===== config.mk =====
export PLATFORM = sky130hd
export DESIGN_NAME = kwm_seq
export DESIGN_NICKNAME = d
export VERILOG_FILES = /design/src/rtl/k_way_merge_sorted_blocks_defines.svh /design/src/rtl/kwm_pkg.sv /design/src/rtl/kwm_seq.sv
export SDC_FILE = /design/constraint.sdc
export NUM_CORES = 1
export LEC_CHECK = 0
export ABC_AREA = 1
export BUFFER_PORTS_ARGS = -buffer_cell sky130_fd_sc_hd__buf_4
export CORE_ASPECT_RATIO = 0.7
export CORE_UTILIZATION = 40
export CTS_CLUSTER_DIAMETER = 30
export DETAILED_ROUTE_END_ITERATION = 10
export HOLD_SLACK_MARGIN = 0.08
export PLACE_DENSITY = 0.67
export SKIP_LAST_GASP = 1
export SLEW_MARGIN = 30
export SYNTH_ARGS = -nofsm -noshare
export SYNTH_HDL_FRONTEND = slang
export SYNTH_SLANG_ARGS = --single-unit
export TNS_END_PERCENT = 30

===== constraint.sdc =====
create_clock -name clk -period 9.05 [get_ports clk]
set_input_delay 0.4525 -clock clk [delete_from_list [all_inputs] [get_ports clk]]
set_output_delay 0.4525 -clock clk [all_outputs]
set_load 0.05 [all_outputs]

===== src/rtl/k_way_merge_sorted_blocks_defines.svh =====
// Assertion macros shared by the k-way merge RTL.
// No dependencies; taken in by `include where assertions are written.
`ifndef K_WAY_MERGE_SORTED_BLOCKS_DEFINES_SVH
`define K_WAY_MERGE_SORTED_BLOCKS_DEFINES_SVH

// Same-cycle implication, checked out of reset.
`define KWM_ASSERT_IMPL(label, clk, rst_n, ante, cons, msg) \
	label: assert property (@(posedge clk) disable iff (!rst_n) (ante) |-> (cons)) \
		else $error(msg);

// Next-cycle implication, checked out of reset.
`define KWM_ASSERT_NEXT(label, clk, rst_n, ante, cons, msg) \
	label: assert property (@(posedge clk) disable iff (!rst_n) (ante) |=> (cons)) \
		else $error(msg);

`endif


===== src/rtl/kwm_pkg.sv =====
// Shared types and constants for the k-way merge block.
// No dependencies.
package kwm_pkg;

	localparam logic [1:0] REQ_LOAD  = 2'd0;
	localparam logic [1:0] REQ_PULL  = 2'd1;
	localparam logic [1:0] REQ_CLEAR = 2'd2;

	localparam logic [3:0] NUM_BLOCKS_RESET = 4'd8;

	typedef struct packed {
		logic signed [31:0] merged_value;
		logic [2:0]         source_block;
		logic               is_last;
		logic               was_empty;
		logic               overflowed;
	} kwm_result_t;

endpackage


===== src/rtl/kwm_seq.sv =====
// Request sequencer for the k-way merge: loads, pull scan over block heads, clear.
// Depends on kwm_pkg; drives the pointer RAM and the element RAM instanced above it.
module kwm_seq #(
	parameter int MAX_BLOCKS  = 8,
	parameter int BLOCK_DEPTH = 256
) (
	input  logic                                      clk,
	input  logic                                      arst_n,
	input  logic                                      start,
	input  logic [1:0]                                req_type,
	input  logic [2:0]                                block_index,
	input  logic [31:0]                               load_value,
	input  logic [$clog2(MAX_BLOCKS+1)-1:0]           n_act,
	output logic                                      busy,
	output logic                                      res_valid,
	output kwm_pkg::kwm_result_t                      res,
	output logic                                      ptr_we,
	output logic [$clog2(MAX_BLOCKS)-1:0]             ptr_waddr,
	output logic [2*$clog2(BLOCK_DEPTH+1)-1:0]        ptr_wdata,
	output logic                                      ptr_re,
	output logic [$clog2(MAX_BLOCKS)-1:0]             ptr_raddr,
	input  logic [2*$clog2(BLOCK_DEPTH+1)-1:0]        ptr_rdata,
	output logic                                      el_we,
	output logic [$clog2(MAX_BLOCKS)+$clog2(BLOCK_DEPTH)-1:0] el_waddr,
	output logic [31:0]                               el_wdata,
	output logic                                      el_re,
	output logic [$clog2(MAX_BLOCKS)+$clog2(BLOCK_DEPTH)-1:0] el_raddr,
	input  logic [31:0]                               el_rdata
);

	localparam int BW = $clog2(MAX_BLOCKS);
	localparam int IW = $clog2(BLOCK_DEPTH);
	localparam int LW = $clog2(BLOCK_DEPTH + 1);
	localparam int CW = $clog2(MAX_BLOCKS + 1);
	localparam int SW = $clog2(MAX_BLOCKS * BLOCK_DEPTH + 1);

	localparam logic [1:0] ST_IDLE = 2'd0;
	localparam logic [1:0] ST_LD   = 2'd1;
	localparam logic [1:0] ST_SCAN = 2'd2;
	localparam logic [1:0] ST_DONE = 2'd3;

	logic [1:0]               state_q;
	logic [MAX_BLOCKS-1:0]    valid_q;
	logic                     ovf_q;
	logic [CW-1:0]            pi_q;
	logic                     vld_s1;
	logic                     vld_s2;
	logic                     found_q;
	logic                     res_valid_q;

	logic [BW-1:0]            blk_q;
	logic [31:0]              val_q;
	logic [BW-1:0]            blk_s1;
	logic [BW-1:0]            blk_s2;
	logic                     has_s2;
	logic [LW-1:0]            len_s2;
	logic [LW-1:0]            head_s2;
	logic [BW-1:0]            best_blk_q;
	logic signed [31:0]       best_val_q;
	logic [LW-1:0]            best_len_q;
	logic [LW-1:0]            best_head_q;
	logic [SW-1:0]            sum_q;
	kwm_pkg::kwm_result_t     res_q;

	logic                     accept;
	logic                     blk_ok;
	logic [BW-1:0]            rd_blk;
	logic [LW-1:0]            cur_len;
	logic [LW-1:0]            cur_head;
	logic                     cur_has;
	logic                     room;
	logic                     issue;
	logic                     take;

	assign accept = start && (state_q == ST_IDLE);
	assign blk_ok = int'(block_index) < MAX_BLOCKS;
	assign busy = (state_q != ST_IDLE);
	assign res_valid = res_valid_q;
	assign res = res_q;

	// A block without its valid bit reads as empty.
	always_comb begin
		rd_blk = (state_q == ST_LD) ? blk_q : blk_s1;
		cur_len = valid_q[rd_blk] ? ptr_rdata[2*LW-1:LW] : '0;
		cur_head = valid_q[rd_blk] ? ptr_rdata[LW-1:0] : '0;
		cur_has = cur_head < cur_len;
		room = cur_len < LW'(BLOCK_DEPTH);
		issue = (state_q == ST_SCAN) && (pi_q < n_act);
		take = vld_s2 && has_s2 && (!found_q || ($signed(el_rdata) <= best_val_q));
	end

	always_comb begin
		ptr_re = (accept && (req_type == kwm_pkg::REQ_LOAD) && blk_ok) || issue;
		ptr_raddr = (state_q == ST_IDLE) ? BW'(block_index) : BW'(pi_q);
		ptr_we = ((state_q == ST_LD) && room) || ((state_q == ST_DONE) && found_q);
		ptr_waddr = (state_q == ST_LD) ? blk_q : best_blk_q;
		ptr_wdata = (state_q == ST_LD) ? {LW'(cur_len + 1'b1), cur_head}
			: {best_len_q, LW'(best_head_q + 1'b1)};
		el_we = (state_q == ST_LD) && room;
		el_waddr = {blk_q, IW'(cur_len)};
		el_wdata = val_q;
		el_re = (state_q == ST_SCAN) && vld_s1 && cur_has;
		el_raddr = {blk_s1, IW'(cur_head)};
	end

	always_ff @(posedge clk or negedge arst_n) begin
		if (!arst_n) begin
			state_q <= ST_IDLE;
			valid_q <= '0;
			ovf_q <= 1'b0;
			pi_q <= '0;
			vld_s1 <= 1'b0;
			vld_s2 <= 1'b0;
			found_q <= 1'b0;
			res_valid_q <= 1'b0;
		end else begin
			res_valid_q <= 1'b0;
			vld_s1 <= issue;
			vld_s2 <= vld_s1 && (state_q == ST_SCAN);
			case (state_q)
				ST_IDLE: begin
					if (accept) begin
						case (req_type)
							kwm_pkg::REQ_LOAD: begin
								if (blk_ok) begin
									state_q <= ST_LD;
								end
							end
							kwm_pkg::REQ_PULL: begin
								state_q <= ST_SCAN;
								pi_q <= '0;
								found_q <= 1'b0;
							end
							kwm_pkg::REQ_CLEAR: begin
								valid_q <= '0;
							end
							default: begin
							end
						endcase
					end
				end
				ST_LD: begin
					if (room) begin
						valid_q[blk_q] <= 1'b1;
					end else begin
						ovf_q <= 1'b1;
					end
					state_q <= ST_IDLE;
				end
				ST_SCAN: begin
					if (issue) begin
						pi_q <= CW'(pi_q + 1'b1);
					end
					if (take) begin
						found_q <= 1'b1;
					end
					// Drained once all heads are issued and both stages are empty.
					if (!issue && !vld_s1 && !vld_s2) begin
						state_q <= ST_DONE;
					end
				end
				ST_DONE: begin
					res_valid_q <= 1'b1;
					state_q <= ST_IDLE;
				end
				default: begin
					state_q <= ST_IDLE;
				end
			endcase
		end
	end

	always_ff @(posedge clk) begin
		if (accept) begin
			blk_q <= BW'(block_index);
			val_q <= load_value;
			sum_q <= '0;
		end
		blk_s1 <= BW'(pi_q);
		blk_s2 <= blk_s1;
		has_s2 <= cur_has;
		len_s2 <= cur_len;
		head_s2 <= cur_head;
		if ((state_q == ST_SCAN) && vld_s1) begin
			sum_q <= SW'(sum_q + SW'(cur_len - cur_head));
		end
		// Ties go to the later block: keep the newest head that is not larger.
		if ((state_q == ST_SCAN) && take) begin
			best_blk_q <= blk_s2;
			best_val_q <= $signed(el_rdata);
			best_len_q <= len_s2;
			best_head_q <= head_s2;
		end
		if (state_q == ST_DONE) begin
			res_q.overflowed <= ovf_q;
			if (found_q) begin
				res_q.merged_value <= best_val_q;
				res_q.source_block <= 3'(best_blk_q);
				res_q.is_last <= (sum_q == SW'(1));
				res_q.was_empty <= 1'b0;
			end else begin
				res_q.merged_value <= '0;
				res_q.source_block <= '0;
				res_q.is_last <= 1'b0;
				res_q.was_empty <= 1'b1;
			end
		end
	end

endmodule


; After elaboration in Yosys (flattened, before gate mapping)
; Index checks and enable logic that the tools add are counted.
[totals]
register_bits = 182
latch_bits = 0
mem_bits_rw = 0
romBits = 0
input_bits = 94
out_inout_bits = 122
elab_cells = 115
mem_count = 0
[op_classes]
add_sub_neg = 5
n_mul = 0
div_mod_pow = 0
n_lt_le_gt_ge = 7
n_eq_ne = 14
shift = 0
n_mux = 30
bitwise = 2
n_reduce_logical = 32
[ops]
columns = operator, n
row1 = 32-bit less-or-equal comparator, 1
row2 = 12-bit two-way mux, 2
row3 = 8-bit two-way mux, 3
row4 = "9-bit by 1-bit adder with 9-bit output, second input constant", 2
row5 = 18-bit two-way mux, 1
row6 = 9-bit two-way mux, 2
row7 = 8-bit case mux with 2 select lines, 1
row8 = 1-bit logical AND, 13
row9 = 12-bit adder, 1
row10 = "12-bit by 1-bit == test with 1-bit output, second input constant", 1
row11 = 4-bit two-way mux, 3
row12 = 4-bit AND reduction, 3
row13 = 9-bit by 9-bit subtractor with 10-bit output, 1
row14 = 9-bit less-than comparator, 1
row15 = "9-bit less-than comparator, second input constant", 1
row16 = 3-bit two-way mux, 3
row17 = "3-bit by 4-bit less-than comparator with 1-bit output, second input constant", 2
row18 = "2-bit != test, second input constant", 4
row19 = 8-bit OR, 1
row20 = 4-bit case mux with 2 select lines, 1
row21 = 2-bit nonzero test, 4
row22 = 1-bit two-way mux, 7
row23 = "2-bit == test, second input constant", 3
row24 = "2-bit by 1-bit != test with 1-bit output, second input constant", 3
row25 = other kinds (18), 26

; Logic depth before layout (Yosys ltp)
; Gate-level depths: netlist (run 1).
[logic_depth]
ltp_word = 8
mapped_depth = 32
ltp_nobuf = 32

; Least setup slack after synthesis (run 1)
; OpenSTA, ideal clock, no wires.
[synth_timing]
path_type = input to register
startpoint = input port el_rdata[9]
endpoint = register best_blk_q[0], enable pin
setup_ps = 465
t_arrival_ps = 3667
t_required_ps = 8585
slack_ps = 4919
path_stages = 12
n_path_buf = 0
cell_sequence = ha_1 -> nand2_1 -> inv_1 -> o21ai_0 -> a21oi_1 -> nor2_1 -> nand2_1 -> nand2_1 -> nand3_1 -> nand3_1 -> nand2_1 -> nor2_1
[synth_between]
elab_chain_cells = 4
[synth_rtl]
columns = item, line_no
row1 = "start, declared", kwm_seq.sv:28  ; input logic [31:0] el_rdata
row2 = 32-bit less-or-equal comparator, kwm_seq.sv:89  ; take = vld_s2 && has_s2 && (!found_q || ($signed(el_rdata) <= best_val_q));
row3 = 1-bit logical OR, kwm_seq.sv:89
row4 = 1-bit logical AND, kwm_seq.sv:89
row5 = 1-bit logical AND, kwm_seq.sv:188  ; if ((state_q == ST_SCAN) && take) begin
row6 = "end signal, assigned", kwm_seq.sv:189  ; best_blk_q <= blk_s2;
row7 = "end, declared", kwm_seq.sv:58  ; logic [BW-1:0] best_blk_q;
; No other way between the ends.
; A chain may end at the register's enable or synchronous reset.

; Worst setup path in the final report (run 1)
[layout_timing]
startpoint = register state_q[1]
endpoint = register sum_q[10], data pin
[layout_between]
elab_chain_cells = 8
elab_cells_between_ends = 11
cone_classes = add/sub: 2 / eq/ne: 2 / mux: 6 / reduce/logical: 1
[layout_rtl]
columns = item, line_no
row1 = "start, declared", kwm_seq.sv:42  ; logic [1:0] state_q;
row2 = "start signal, assigned", kwm_seq.sv:108  ; state_q <= ST_IDLE;
row3 = "start signal, assigned", kwm_seq.sv:126  ; state_q <= ST_LD;
row4 = "start signal, assigned", kwm_seq.sv:130  ; state_q <= ST_SCAN;
row5 = 2-bit by 1-bit == test with 1-bit output, kwm_seq.sv:83  ; rd_blk = (state_q == ST_LD) ? blk_q : blk_s1;
row6 = 3-bit two-way mux, kwm_seq.sv:83
row7 = 1-bit binary-select mux with 3-bit select, "kwm_seq.sv:84, kwm_seq.sv:85"
row8 = 1-bit two-way mux (implied by the code), "kwm_seq.sv:84, kwm_seq.sv:85"
row9 = "9-bit two-way mux, on equally long branches", "kwm_seq.sv:84, kwm_seq.sv:85"
row10 = 9-bit by 9-bit subtractor with 10-bit output, kwm_seq.sv:185  ; sum_q <= SW'(sum_q + SW'(cur_len - cur_head));
row11 = 12-bit adder, kwm_seq.sv:185
row12 = 12-bit two-way mux (*), kwm_seq.sv:184  ; if ((state_q == ST_SCAN) && vld_s1) begin
row13 = "end signal, assigned", kwm_seq.sv:185
row14 = "end, declared", kwm_seq.sv:62  ; logic [SW-1:0] sum_q;
; Mark *: on every way between the ends. The rest lies on a longest branch, timed or not. The select of a mux whose other input is x is not followed.

==> results of run 1 <==
worst paths after layout:
| path | startpoint | to | slack, ns | cells after the start |
|---|---|---|---|---|
| min in group asynchronous | arst_n | pi_q[3] | 0.44 | 2 |
| hold / removal | load_value[7] | el_wdata[7] | 0.19 | 1 |
| setup / recovery | state_q[1] | sum_q[10] | 4.46 | 26 |
| hold reg to reg | blk_s2[0] | best_blk_q[0] | 0.41 | 0 |
| max in group asynchronous | arst_n | valid_q[1] | 8.39 | 2 |
| setup reg to reg | state_q[1] | sum_q[10] | 4.46 | 26 |
per-layer routing:
| layer | GRT usage (%) | vias to the layer above | wire length (um) |
|---|---|---|---|
| met2 | 27.02 | 219 | 8577 |
| met1 | 28.59 | 2947 | 10290 |
| met5 | 0 | - | 0 |
| met4 | 4.237 | 0 | 166 |
| li1 | - | 3225 | - |
| met3 | 5.444 | 14 | 1474 |
report_power, final:
group | internal, mW | switching [mW] | total [mW]
registers | 1.11 | 0.0874 | 1.20
clock network | 0.378 | 0.359 | 0.737
logic | 0.748 | 1.69 | 2.44
total | 2.24 | 2.14 | 4.38
flip-flops by register name, indices dropped and copies added (netlist names):
name         cells
best_len_q       9
blk_s2           3
pi_q             4
state_q          2
len_s2           9
res_valid        1
res             38
ovf_q            1
blk_q            3
has_s2           1
valid_q          8
head_s2          9
best_val_q      32
el_wdata        32
vld_s1           1
blk_s1           3
sum_q           12
vld_s2           1
found_q          1
best_head_q      9
best_blk_q       3
timing repair:
item                      CTS  global route
hold endpoints to repair   19             0
setup buffers               0             0
hold buffers                1             0
area by class of cell:
cell class | instances | area [um^2]
clock buffers | 18 | 439.2
clock inverters | 14 | 162.7
fillers | 1896 | 9883
inverters | 156 | 586.8
multi-input cells | 482 | 2839
flip-flops and latches | 182 | 5120
well taps | 276 | 345.3
repair buffers | 220 | 1654
layout by cell type, fill, tap and decap left out, drive strengths merged, types with 3 or more instances in the layout:
master  instances
nand2         182
a31oi           3
edfxtp        138
a21oi          51
inv           159
xor2            9
clkbuf         18
dfxtp          25
o21ai          41
nand4          12
ha             59
clkinv         11
nor2           50
dfrtp          19
nor3            7
nand3          38
xnor2           4
buf           219
metrics by stage:
stage	instance area [um^2]	hold WS [ns]
2_1_floorplan	8706	0.1569
3_3_place_gp	10540	0.3474
3_5_place_dp	10540	0.3480
4_1_cts	11150	0.1721
5_1_grt	11150	0.1678
6_report	11150	0.1914
cell families (layout without fill, tap and decap cells):
family | after synthesis | count (layout) | share of synthesized area (%)
AND/OR/NAND/NOR | 296 | 296 | 15.23
flip-flops | 182 | 182 | 58.81
XOR/XNOR | 13 | 13 | 1.308
AO/OA/AOI/OAI | 112 | 112 | 7.042
buffers and inverters | 182 | 408 | 8.666
adder cells (fa/ha/maj) | 61 | 61 | 8.939
==> qor.tcl, run 1 <==
set qor(i_o_buffers) 215
set qor(yosysSeqAreaShare_pct) 58.81
set qor(grt_max_degree) 54
set qor(synth_enable_flop_cells) 138
set qor(std_cell_rows) 44
set qor(power.total_mw) 4.377
set qor(gp_congestion) 0.8902
set qor(drt-total-wl_mm) 20.51
set qor(detailedPlace.worstSlack_ns) 4.496
set qor(hp-class) {input pin to flip-flop}
set qor(finalCritPeriodShare_pct) 50.68
set qor(worst_path_max_delay_cell) {sky130_fd_sc_hd__dfrtp_1}
set qor(crit_arrival_ns) 4.77
set qor(post_cts_resized) 0
set qor(timing.clock.skew_ns) 0.01346
set qor(clock.fmax_ghz) 0.2180
set qor(chipWidth_um) 178.3
set qor(clock_latency_ns) 0.43
set qor(via_count) 6405
set qor(synthesis.area_per_instance_um2) 10.29
set qor(drt_pre_antenna_iters) 5
set qor(gr-total-overflow) 0
set qor(synth_cell_type_count) 46
set qor(leading_post_synthesis_cells_by_instance_count) {sky130_fd_sc_hd__nand2_1, sky130_fd_sc_hd__inv_1, sky130_fd_sc_hd__edfxtp_1}
set qor(finalNonFillerCells) 1348
set qor(synth_top_cell_by_area) {sky130_fd_sc_hd__edfxtp_1}
set qor(cp-start-kind) {flip-flop}
set qor(critPathBufInv) 2
set qor(cts_tree) {yes}
set qor(synth_async_sr_flop_share_pct) 10.44
set qor(drc) 0
set qor(cp.required_ns) 9.24
set qor(ir_drop_mv) 0.1937
set qor(finalSetupViolCount) 0
set qor(cts_sinks) 182
set qor(tritoncts.num_buffers) 17
set qor(antenna_found_initial) 0
set qor(gr-usage-all-layers_pct) 19.06
set qor(grt_setup_unrepaired) {false}
set qor(dp.final_hpwl_mm) 15.71
set qor(primary_ff_master_synth) {sky130_fd_sc_hd__edfxtp_1}
set qor(nNetsFinal) 1214
set qor(crit_path_max_fanout) 22
set qor(drtIter0Drc) 460
set qor(post-route-worst-setup-slack_ns) 4.463
set qor(yosysWarnings) 0
set qor(finalCriticalPeriod_ns) 4.587
set qor(netlist_instances) 846
set qor(grt_pass1_wl_mm) 32.47
set qor(htree_levels) 4
set qor(path_common_cell) {sky130_fd_sc_hd__nand2_1}
set qor(placedCellCount) 1315
set qor(pwr_density_cell_nw_per_um2) 392.7
set qor(die-height_um) 125.4
set qor(synth.cell_area_um2) 8706
set qor(clock_root_buffer_master) {sky130_fd_sc_hd__clkbuf_16}
set qor(core_area_um2) 21030
set qor(synth.net_count) 1001
set qor(hold_viol) 0
set qor(critical-path-top-delay-family) {simple AND/OR/NAND/NOR gates}
set qor(synth_most_common_cell) {sky130_fd_sc_hd__nand2_1}
set qor(run_status) {finished clean}
set qor(top_area_cells_in_the_synthesized_netlist) {sky130_fd_sc_hd__edfxtp_1, sky130_fd_sc_hd__ha_1, sky130_fd_sc_hd__nand2_1}
set qor(die_area_um2) 22370
set qor(worstSetupPathType) {flip-flop to flip-flop}
set qor(number_of_max_slew_violations_in_the_final_report) 0
set qor(transition_time_of_the_tightest_slew_check_pin_ns) 0.7424
set qor(final_antenna_net_count) 0
set qor(aggregate_negative_setup_slack_ns) 0
set qor(slowest_delay_ns) 0.49
set qor(avgViaCountPerCell) 4.751
set qor(final_layout_size_suffix_gt1_share_pct) 25.56
set qor(clock_path_buffers) 2
set qor(floorplan.initialDensity_pct) 41.40
set qor(io_pins) 216
set qor(worst_setup_path_end_kind) {flip-flop}
set qor(static-leakage-power_nw) 5.351
set qor(synth_top_area_share_pct) 47.60
set qor(max_cap_violations) 0
set qor(antenna_diode_count) 0
set qor(synth_seq_cells) 182
set qor(grt_pass1_vias) 6226
set qor(synthToLayoutAreaGrowth_pct) 28.04
set qor(clk_pin_slew_worst_paths_ns) 0.07
set qor(routed_wirelength_normalized_by_instance_count_um) 15.21
set qor(final_core_util_pct) 53.00
set qor(slew-limit-headroom_pct) 50.51
Note: power is estimated with default switching activity, not from simulation.
==> run 2: changes to the inputs <==
PLACE_DENSITY = 0.69   (was 0.67)
clock period = 3.9 ns   (was 9.05 ns; I/O delays follow)
==> qor.tcl, run 2 (same netlist as run 1, synthesis figures left out) <==
set qor(run_status) {finished clean} ;# unchanged
set qor(finalCritPeriodShare_pct) 99.15 ;# was 50.68%
set qor(pwr-share-clk_pct) 13.4 ;# was 16.8%
set qor(number_of_max_slew_violations_in_the_final_report) 0 ;# unchanged
set qor(drt-total-wl_mm) 23.04 ;# was 20.51 mm
set qor(tritoncts.num_buffers) 17 ;# unchanged
set qor(reg2reg_setup_slack_ns) 0.03 ;# was 4.46 ns
set qor(power.net_switching_mw) 5.710 ;# was 2.137 mW
set qor(worstSetupPathType) {flip-flop to flip-flop} ;# unchanged
set qor(crit_arrival_ns) 4.06 ;# was 4.77 ns
set qor(path_common_cell) {sky130_fd_sc_hd__nand2_4} ;# was sky130_fd_sc_hd__nand2_1
set qor(critical_path.reg2reg.startpoint) {state_q[0]} ;# was state_q[1]
set qor(clock.fmax_ghz) 0.2586 ;# was 0.2180 GHz
set qor(grt_max_degree) 54 ;# unchanged
set qor(gp_congestion) 0.9360 ;# was 0.8902
set qor(rr_endpoint) {sum_q[11]} ;# was sum_q[10]
set qor(crit_path_max_fanout) 7 ;# was 22
set qor(slowest_delay_ns) 0.48 ;# was 0.49 ns
set qor(wl_met3_mm) 1.606 ;# was 1.474 mm
set qor(cts_sinks) 182 ;# unchanged
set qor(final.hold.worst_slack_ns) 0.1495 ;# was 0.1914 ns
set qor(slew-limit-headroom_pct) 54.20 ;# was 50.51%
set qor(core_area_um2) 21030 ;# unchanged
set qor(grt_pass1_vias) 6819 ;# was 6,226
set qor(htree_levels) 4 ;# unchanged
set qor(layout.cells.most_common_list) {sky130_fd_sc_hd__buf_4, sky130_fd_sc_hd__nand2_1, sky130_fd_sc_hd__inv_1} ;# unchanged
set qor(clock_latency_ns) 0.44 ;# was 0.43 ns
set qor(mostFrequentLayoutCell) {sky130_fd_sc_hd__buf_4} ;# unchanged
set qor(io_pins) 216 ;# unchanged
set qor(multi_input_area_um2) 3244 ;# was 2839 um^2
set qor(cts_tree) {yes} ;# unchanged
set qor(antenna_found_initial) 0 ;# unchanged
set qor(final_antenna_net_count) 0 ;# unchanged
set qor(cp-start-kind) {flip-flop} ;# unchanged
set qor(timing.clock.skew_ns) 0.008791 ;# was 0.01346 ns
set qor(seq_area_um2) 5121 ;# was 5120 um^2
set qor(cp.required_ns) 4.09 ;# was 9.24 ns
set qor(drtIter0Drc) 661 ;# was 460
set qor(worst_path_max_delay_cell) {sky130_fd_sc_hd__dfrtp_2} ;# was sky130_fd_sc_hd__dfrtp_1
set qor(path_cells) {nand2_4 -> nand2_4 -> nand2_4 -> nand2_1 -> nand3_2 -> nand2_2 -> nand2_2 -> nand2_4 -> buf_4 -> nor2_1 -> ha_4 -> a21oi_1 -> o21ai_1 -> a21oi_4 -> ha_4 -> nand2_1 -> nor2_2 -> nand2_1 -> nand3_1 -> a31oi_1 -> xor2_1 -> inv_1 -> a21oi_2 -> nor2_1}
set qor(aggregate_negative_setup_slack_ns) 0 ;# unchanged
set qor(gr-usage-all-layers_pct) 20.54 ;# was 19.06%
set qor(clock_root_buffer_master) {sky130_fd_sc_hd__clkbuf_16} ;# unchanged
set qor(routed-wl-met2_mm) 10.11 ;# was 8.577 mm
set qor(clk_pin_slew_worst_paths_ns) 0.07 ;# about the same
set qor(i_o_buffers) 215 ;# unchanged
set qor(ir_drop_mv) 0.6187 ;# was 0.1937 mV
set qor(nNetsFinal) 1331 ;# was 1,214
set qor(floorplan.initialDensity_pct) 41.40 ;# unchanged
set qor(grt_pass1_wl_mm) 34.89 ;# was 32.47 mm
set qor(final_layout_size_suffix_gt1_share_pct) 32.04 ;# was 25.56%
set qor(worst_hold_endpoint) {state_q[1]} ;# was el_wdata[7]
set qor(worst_setup_path_end_kind) {flip-flop} ;# unchanged
set qor(static-leakage-power_nw) 5.916 ;# was 5.351 nW
set qor(grt_setup_unrepaired) {true} ;# was false
set qor(max_cap_violations) 0 ;# unchanged
set qor(avgViaCountPerCell) 4.752 ;# was 4.751
set qor(routed_wirelength_normalized_by_instance_count_um) 15.73 ;# was 15.21 um
set qor(switching_share_pct) 47.20 ;# was 48.82%
set qor(highest_layer) {met4} ;# unchanged
set qor(dp.final_hpwl_mm) 16.19 ;# was 15.71 mm
set qor(gr-total-overflow) 0 ;# unchanged
set qor(critical-path-top-delay-family) {simple AND/OR/NAND/NOR gates} ;# unchanged
set qor(whs_path_depth) 3 ;# was 1
set qor(antenna_diode_count) 0 ;# unchanged
set qor(drc) 0 ;# unchanged
set qor(hold_viol) 0 ;# unchanged
set qor(m1WireLength_mm) 11.07 ;# was 10.29 mm
set qor(number_of_flip_flops_under_the_largest_register_name) 38 ;# unchanged
set qor(chipWidth_um) 178.3 ;# unchanged
set qor(worst_hold_startpoint) {start} ;# was load_value[7]
set qor(die_area_um2) 22370 ;# unchanged
set qor(std_cell_rows) 44 ;# unchanged
set qor(worstRegToRegCells) 24 ;# was 26
set qor(transition_time_of_the_tightest_slew_check_pin_ns) 0.6845 ;# was 0.7424 ns
set qor(pwr_density_cell_nw_per_um2) 961.3 ;# was 392.7 nW/um^2
set qor(clock_path_buffers) 2 ;# unchanged
set qor(internal_power_consumption_mw) 6.388 ;# was 2.240 mW
set qor(die-height_um) 125.4 ;# unchanged
set qor(finalSetupViolCount) 0 ;# unchanged
set qor(share_seq_of_total_power_pct) 23.0 ;# was 27.5%
set qor(finalCriticalPeriod_ns) 3.867 ;# was 4.587 ns
set qor(filler_cell_count) 1693 ;# was 1,896
set qor(critPathBufInv) 2 ;# unchanged
set qor(hp-class) {input pin to flip-flop} ;# unchanged
set qor(via_count) 6962 ;# was 6,405
set qor(synthToLayoutAreaGrowth_pct) 44.55 ;# was 28.04%
set qor(drt_pre_antenna_iters) 5 ;# unchanged
set qor(comb_power_share_pct) 63.6 ;# was 55.7%
-- run 2: power by group through the flow --
stage | Sequential (mW) | Clock (mW) | Combinational, mW
floorplan | 3.25 | 0 | 3.85
global placement | 2.78 | 0 | 5.97
finish | 2.78 | 1.62 | 7.70
global route | 2.82 | 1.74 | 8.33
detailed placement | 2.79 | 0 | 6.06
CTS | 2.75 | 1.66 | 6.24
-- run 2: area by class of cell --
cell class / count / area share, %
Clock buffer: 19 / 3.609
Multi-Input combinational cell: 482 / 25.78
Timing Repair Buffer: 337 / 21.75
Inverter: 156 / 4.683
Clock inverter: 13 / 0.7357
Sequential cell: 182 / 40.69
Tap cell: 276 / 2.744
-- run 2: stage by stage --
step | power, mW | worst slack [ns] | instance area, um^2 | util [%] | std cells
floorplan | 7.094 | -0.1191 | 8713 | - | 846
global placement | 8.748 | 0.04315 | 10790 | 51.29 | 1346
detailed placement | 8.854 | -0.09653 | 10790 | 51.29 | 1346
CTS | 10.65 | 0.005591 | 12110 | 57.59 | 1454
global route | 12.89 | -0.1897 | 12580 | 59.84 | 1465
finish | 12.10 | 0.03310 | 12580 | 59.84 | 1465
-- run 2: per-layer routing --
metal,up-vias,global-route usage (%)
met5,-,0
met4,0,5.484
met3,20,5.961
met2,265,30.64
met1,3231,29.08
li1,3446,-
-- run 2: timing repair --
| action | CTS | global route |
|---|---|---|
| buffers inserted | 3 | 11 |
| gates resized for setup | 10 | 72 |
| hold buffers | 73 | 0 |
| endpoints found under the setup margin | 2 | 6 |
| pin swaps | 3 | 40 |
| endpoints found under the hold margin | 91 | 0 |
-- run 2: worst max-delay path by stage --
stage / from / to / slack (ns) / depth (start not counted)
4_1_cts: state_q[1] / sum_q[11] / 0.006 / 28
2_1_floorplan: blk_q[0] / sum_q[11] / -0.12 / 27
6_report: state_q[0] / sum_q[11] / 0.03 / 24
3_5_place_dp: state_q[0] / sum_q[11] / -0.1 / 25
3_3_place_gp: state_q[0] / sum_q[11] / 0.04 / 27
5_1_grt: state_q[0] / sum_q[11] / -0.19 / 29
-- run 2: worst register-to-register path: cells and delay by family (launching register included) --
kind / cells / cell delay (ns)
and+or+nand+nor: 14 / 1.26
xor gates and xnor gates: 1 / 0.16
DFF: 1 / 0.48
AOI/OAI and AO/OA: 5 / 0.95
adders and majority gates: 2 / 0.51
buffers and inverters: 2 / 0.26
==> run 3: changes to the inputs <==
RECOVER_POWER = 100   (was unset)
==> qor.tcl, run 3 (same netlist as run 1, synthesis figures left out) <==
set qor(run_status) {finished with violations} ;# was finished clean
set qor(aggregate_negative_setup_slack_ns) 0 ;# unchanged
set qor(hold_viol) 0 ;# unchanged
set qor(slowest_delay_ns) 0.48 ;# about the same
set qor(worst_setup_path_end_kind) {flip-flop} ;# unchanged
set qor(reg2reg_setup_slack_ns) 0.04 ;# was 0.03 ns
set qor(crit_path_max_fanout) 7 ;# unchanged
set qor(placedCellCount) 1346 ;# unchanged
set qor(via_count) 6953 ;# was 6,962
set qor(gr-total-overflow) 0 ;# unchanged
set qor(antenna_found_initial) 0 ;# unchanged
set qor(cts_tree) {yes} ;# unchanged
set qor(clk_pin_slew_worst_paths_ns) 0.07 ;# about the same
set qor(final.hold.worst_slack_ns) 0.1501 ;# was 0.1495 ns
set qor(cp-start-kind) {flip-flop} ;# unchanged
set qor(grt_pass1_vias) 6819 ;# unchanged
set qor(synthToLayoutAreaGrowth_pct) 40.24 ;# was 44.55%
set qor(worst_hold_startpoint) {start} ;# unchanged
set qor(worstRegToRegCells) 24 ;# unchanged
set qor(htree_levels) 4 ;# unchanged
set qor(finalSetupViolCount) 0 ;# unchanged
set qor(worstSetupPathType) {flip-flop to flip-flop} ;# unchanged
set qor(clock_latency_ns) 0.44 ;# about the same
set qor(grt_setup_unrepaired) {true} ;# unchanged
set qor(grt_pass1_wl_mm) 34.89 ;# unchanged
set qor(critical-path-top-delay-family) {simple AND/OR/NAND/NOR gates} ;# unchanged
set qor(path_cells) {nand2_4 -> nand2_4 -> nand2_4 -> nand2_1 -> nand3_2 -> nand2_2 -> nand2_2 -> nand2_4 -> buf_4 -> nor2_1 -> ha_4 -> a21oi_1 -> o21ai_1 -> a21oi_4 -> ha_4 -> nand2_1 -> nor2_2 -> nand2_1 -> nand3_1 -> a31oi_1 -> xor2_1 -> inv_1 -> a21oi_2 -> nor2_1} ;# unchanged
set qor(nNetsFinal) 1331 ;# unchanged
set qor(clock_root_buffer_master) {sky130_fd_sc_hd__clkbuf_16} ;# unchanged
set qor(mostFrequentLayoutCell) {sky130_fd_sc_hd__nand2_1} ;# was sky130_fd_sc_hd__buf_4
set qor(antenna_diode_count) 0 ;# unchanged
set qor(io_pins) 216 ;# unchanged
set qor(clock_path_buffers) 2 ;# unchanged
set qor(whs_path_depth) 3 ;# unchanged
set qor(die_area_um2) 22370 ;# unchanged
set qor(finalCritPeriodShare_pct) 99.07 ;# was 99.15%
set qor(drtIter0Drc) 586 ;# was 661
set qor(grt_max_degree) 54 ;# unchanged
set qor(gr-usage-all-layers_pct) 20.54 ;# unchanged
set qor(cts_sinks) 182 ;# unchanged
set qor(timing.clock.skew_ns) 0.008502 ;# was 0.008791 ns
set qor(final_antenna_net_count) 0 ;# unchanged
set qor(drt_pre_antenna_iters) 6 ;# was 5
set qor(filler_cell_count) 1809 ;# was 1,693
set qor(worst_hold_endpoint) {state_q[1]} ;# unchanged
set qor(die-height_um) 125.4 ;# unchanged
set qor(static-leakage-power_nw) 5.539 ;# was 5.916 nW
set qor(rr_endpoint) {sum_q[11]} ;# unchanged
set qor(pwr_density_cell_nw_per_um2) 980.6 ;# was 961.3 nW/um^2
set qor(floorplan.initialDensity_pct) 41.40 ;# unchanged
set qor(worst_path_max_delay_cell) {sky130_fd_sc_hd__dfrtp_2} ;# unchanged
set qor(layout.cells.most_common_list) {sky130_fd_sc_hd__nand2_1, sky130_fd_sc_hd__inv_1, sky130_fd_sc_hd__edfxtp_1} ;# was sky130_fd_sc_hd__buf_4, sky130_fd_sc_hd__nand2_1, sky130_fd_sc_hd__inv_1
set qor(placed_area_um2) 10790 ;# unchanged
set qor(ir_drop_mv) 0.6231 ;# was 0.6187 mV
set qor(max_cap_violations) 1 ;# was 0
set qor(drc) 0 ;# unchanged
set qor(post-route-cell-area_um2) 12210 ;# was 12,580 um^2
set qor(final_layout_size_suffix_gt1_share_pct) 23.63 ;# was 32.04%
set qor(number_of_flip_flops_under_the_largest_register_name) 38 ;# unchanged
set qor(gp_congestion) 0.9360 ;# unchanged
set qor(crit_arrival_ns) 4.05 ;# was 4.06 ns
set qor(hp-class) {input pin to flip-flop} ;# unchanged
set qor(final_core_util_pct) 58.06 ;# was 59.84%
set qor(std_cell_rows) 44 ;# unchanged
set qor(finalNonFillerCells) 1465 ;# unchanged
set qor(transition_time_of_the_tightest_slew_check_pin_ns) 1.710 ;# was 0.6845 ns
set qor(number_of_max_slew_violations_in_the_final_report) 37 ;# was 0
set qor(dp.final_hpwl_mm) 16.19 ;# unchanged
set qor(drt-total-wl_mm) 23.07 ;# was 23.04 mm
set qor(avgViaCountPerCell) 4.746 ;# was 4.752
set qor(clock.fmax_ghz) 0.2588 ;# was 0.2586 GHz
set qor(tritoncts.num_buffers) 17 ;# unchanged
set qor(slew-limit-headroom_pct) -14.02 ;# was 54.20%
set qor(finalCriticalPeriod_ns) 3.864 ;# was 3.867 ns
set qor(chipWidth_um) 178.3 ;# unchanged
set qor(critPathBufInv) 2 ;# unchanged
set qor(core_area_um2) 21030 ;# unchanged
set qor(path_common_cell) {sky130_fd_sc_hd__nand2_4} ;# unchanged
set qor(violations) {capacitance limit, slew limit}
set qor(routed_wirelength_normalized_by_instance_count_um) 15.74 ;# was 15.73 um
set qor(detailedPlace.worstSlack_ns) -0.09653 ;# unchanged
set qor(i_o_buffers) 215 ;# unchanged
set qor(power.total_mw) 11.97 ;# was 12.10 mW
set qor(post-route-worst-setup-slack_ns) 0.03637 ;# was 0.03310 ns
set qor(critical_path.reg2reg.startpoint) {state_q[0]} ;# unchanged
set qor(cp.required_ns) 4.09 ;# about the same
## run 3: cell types whose count changed in the layout (fill, tap and decap cells not counted), sizes merged
cell    change
buf       -146
clkbuf    +146
## run 3: layout make-up
cell class                      instances  area (um^2)  share of cell area [%]
Clock inverter                         13        92.59                  0.7584
Tap cell                              276        345.3                   2.828
Timing Repair Buffer                  337         2362                   19.35
Multi-Input combinational cell        482         3244                   26.57
Clock buffer                           19        454.2                   3.720
Inverter                              156        589.3                   4.827
Sequential cell                       182         5121                   41.95
## run 3: layer usage
layer | global-route usage [%] | wire length [um]
met5 | 0 | 0
met4 | 5.484 | 232
met3 | 5.961 | 1636
met2 | 30.64 | 10170
met1 | 29.08 | 11030
## run 3: worst reg2reg max path: cells and delay by family, from the launching register on
kind | cells | cell delay, ns
XOR/XNOR | 1 | 0.16
AO/OA/AOI/OAI | 5 | 0.93
adder cells (fa/ha/maj) | 2 | 0.51
buffers and inverters | 2 | 0.25
flip-flops | 1 | 0.48
AND/OR/NAND/NOR | 14 | 1.26
## run 3: power breakdown
group,leakage (nW),switching [mW],total (mW),internal (mW)
Combinational,3.53,4.76,7.57,2.81
Sequential,1.74,0.189,2.78,2.59
Clock,0.272,0.762,1.62,0.860
## run 3: timing repair
item,CTS,global route
hold buffers,73,0
setup buffers,3,11
endpoints found under the hold margin,91,0
pin swaps,3,40
gates resized for setup,10,72
endpoints found under the setup margin,2,6
## run 3: worst max path at each step
stage | depth (start not counted) | to | slack, ns | start
global route | 29 | sum_q[11] | -0.19 | state_q[0]
finish | 24 | sum_q[11] | 0.04 | state_q[0]
detailed placement | 25 | sum_q[11] | -0.1 | state_q[0]
floorplan | 27 | sum_q[11] | -0.12 | blk_q[0]
global placement | 27 | sum_q[11] | 0.04 | state_q[0]
CTS | 28 | sum_q[11] | 0.006 | state_q[1]
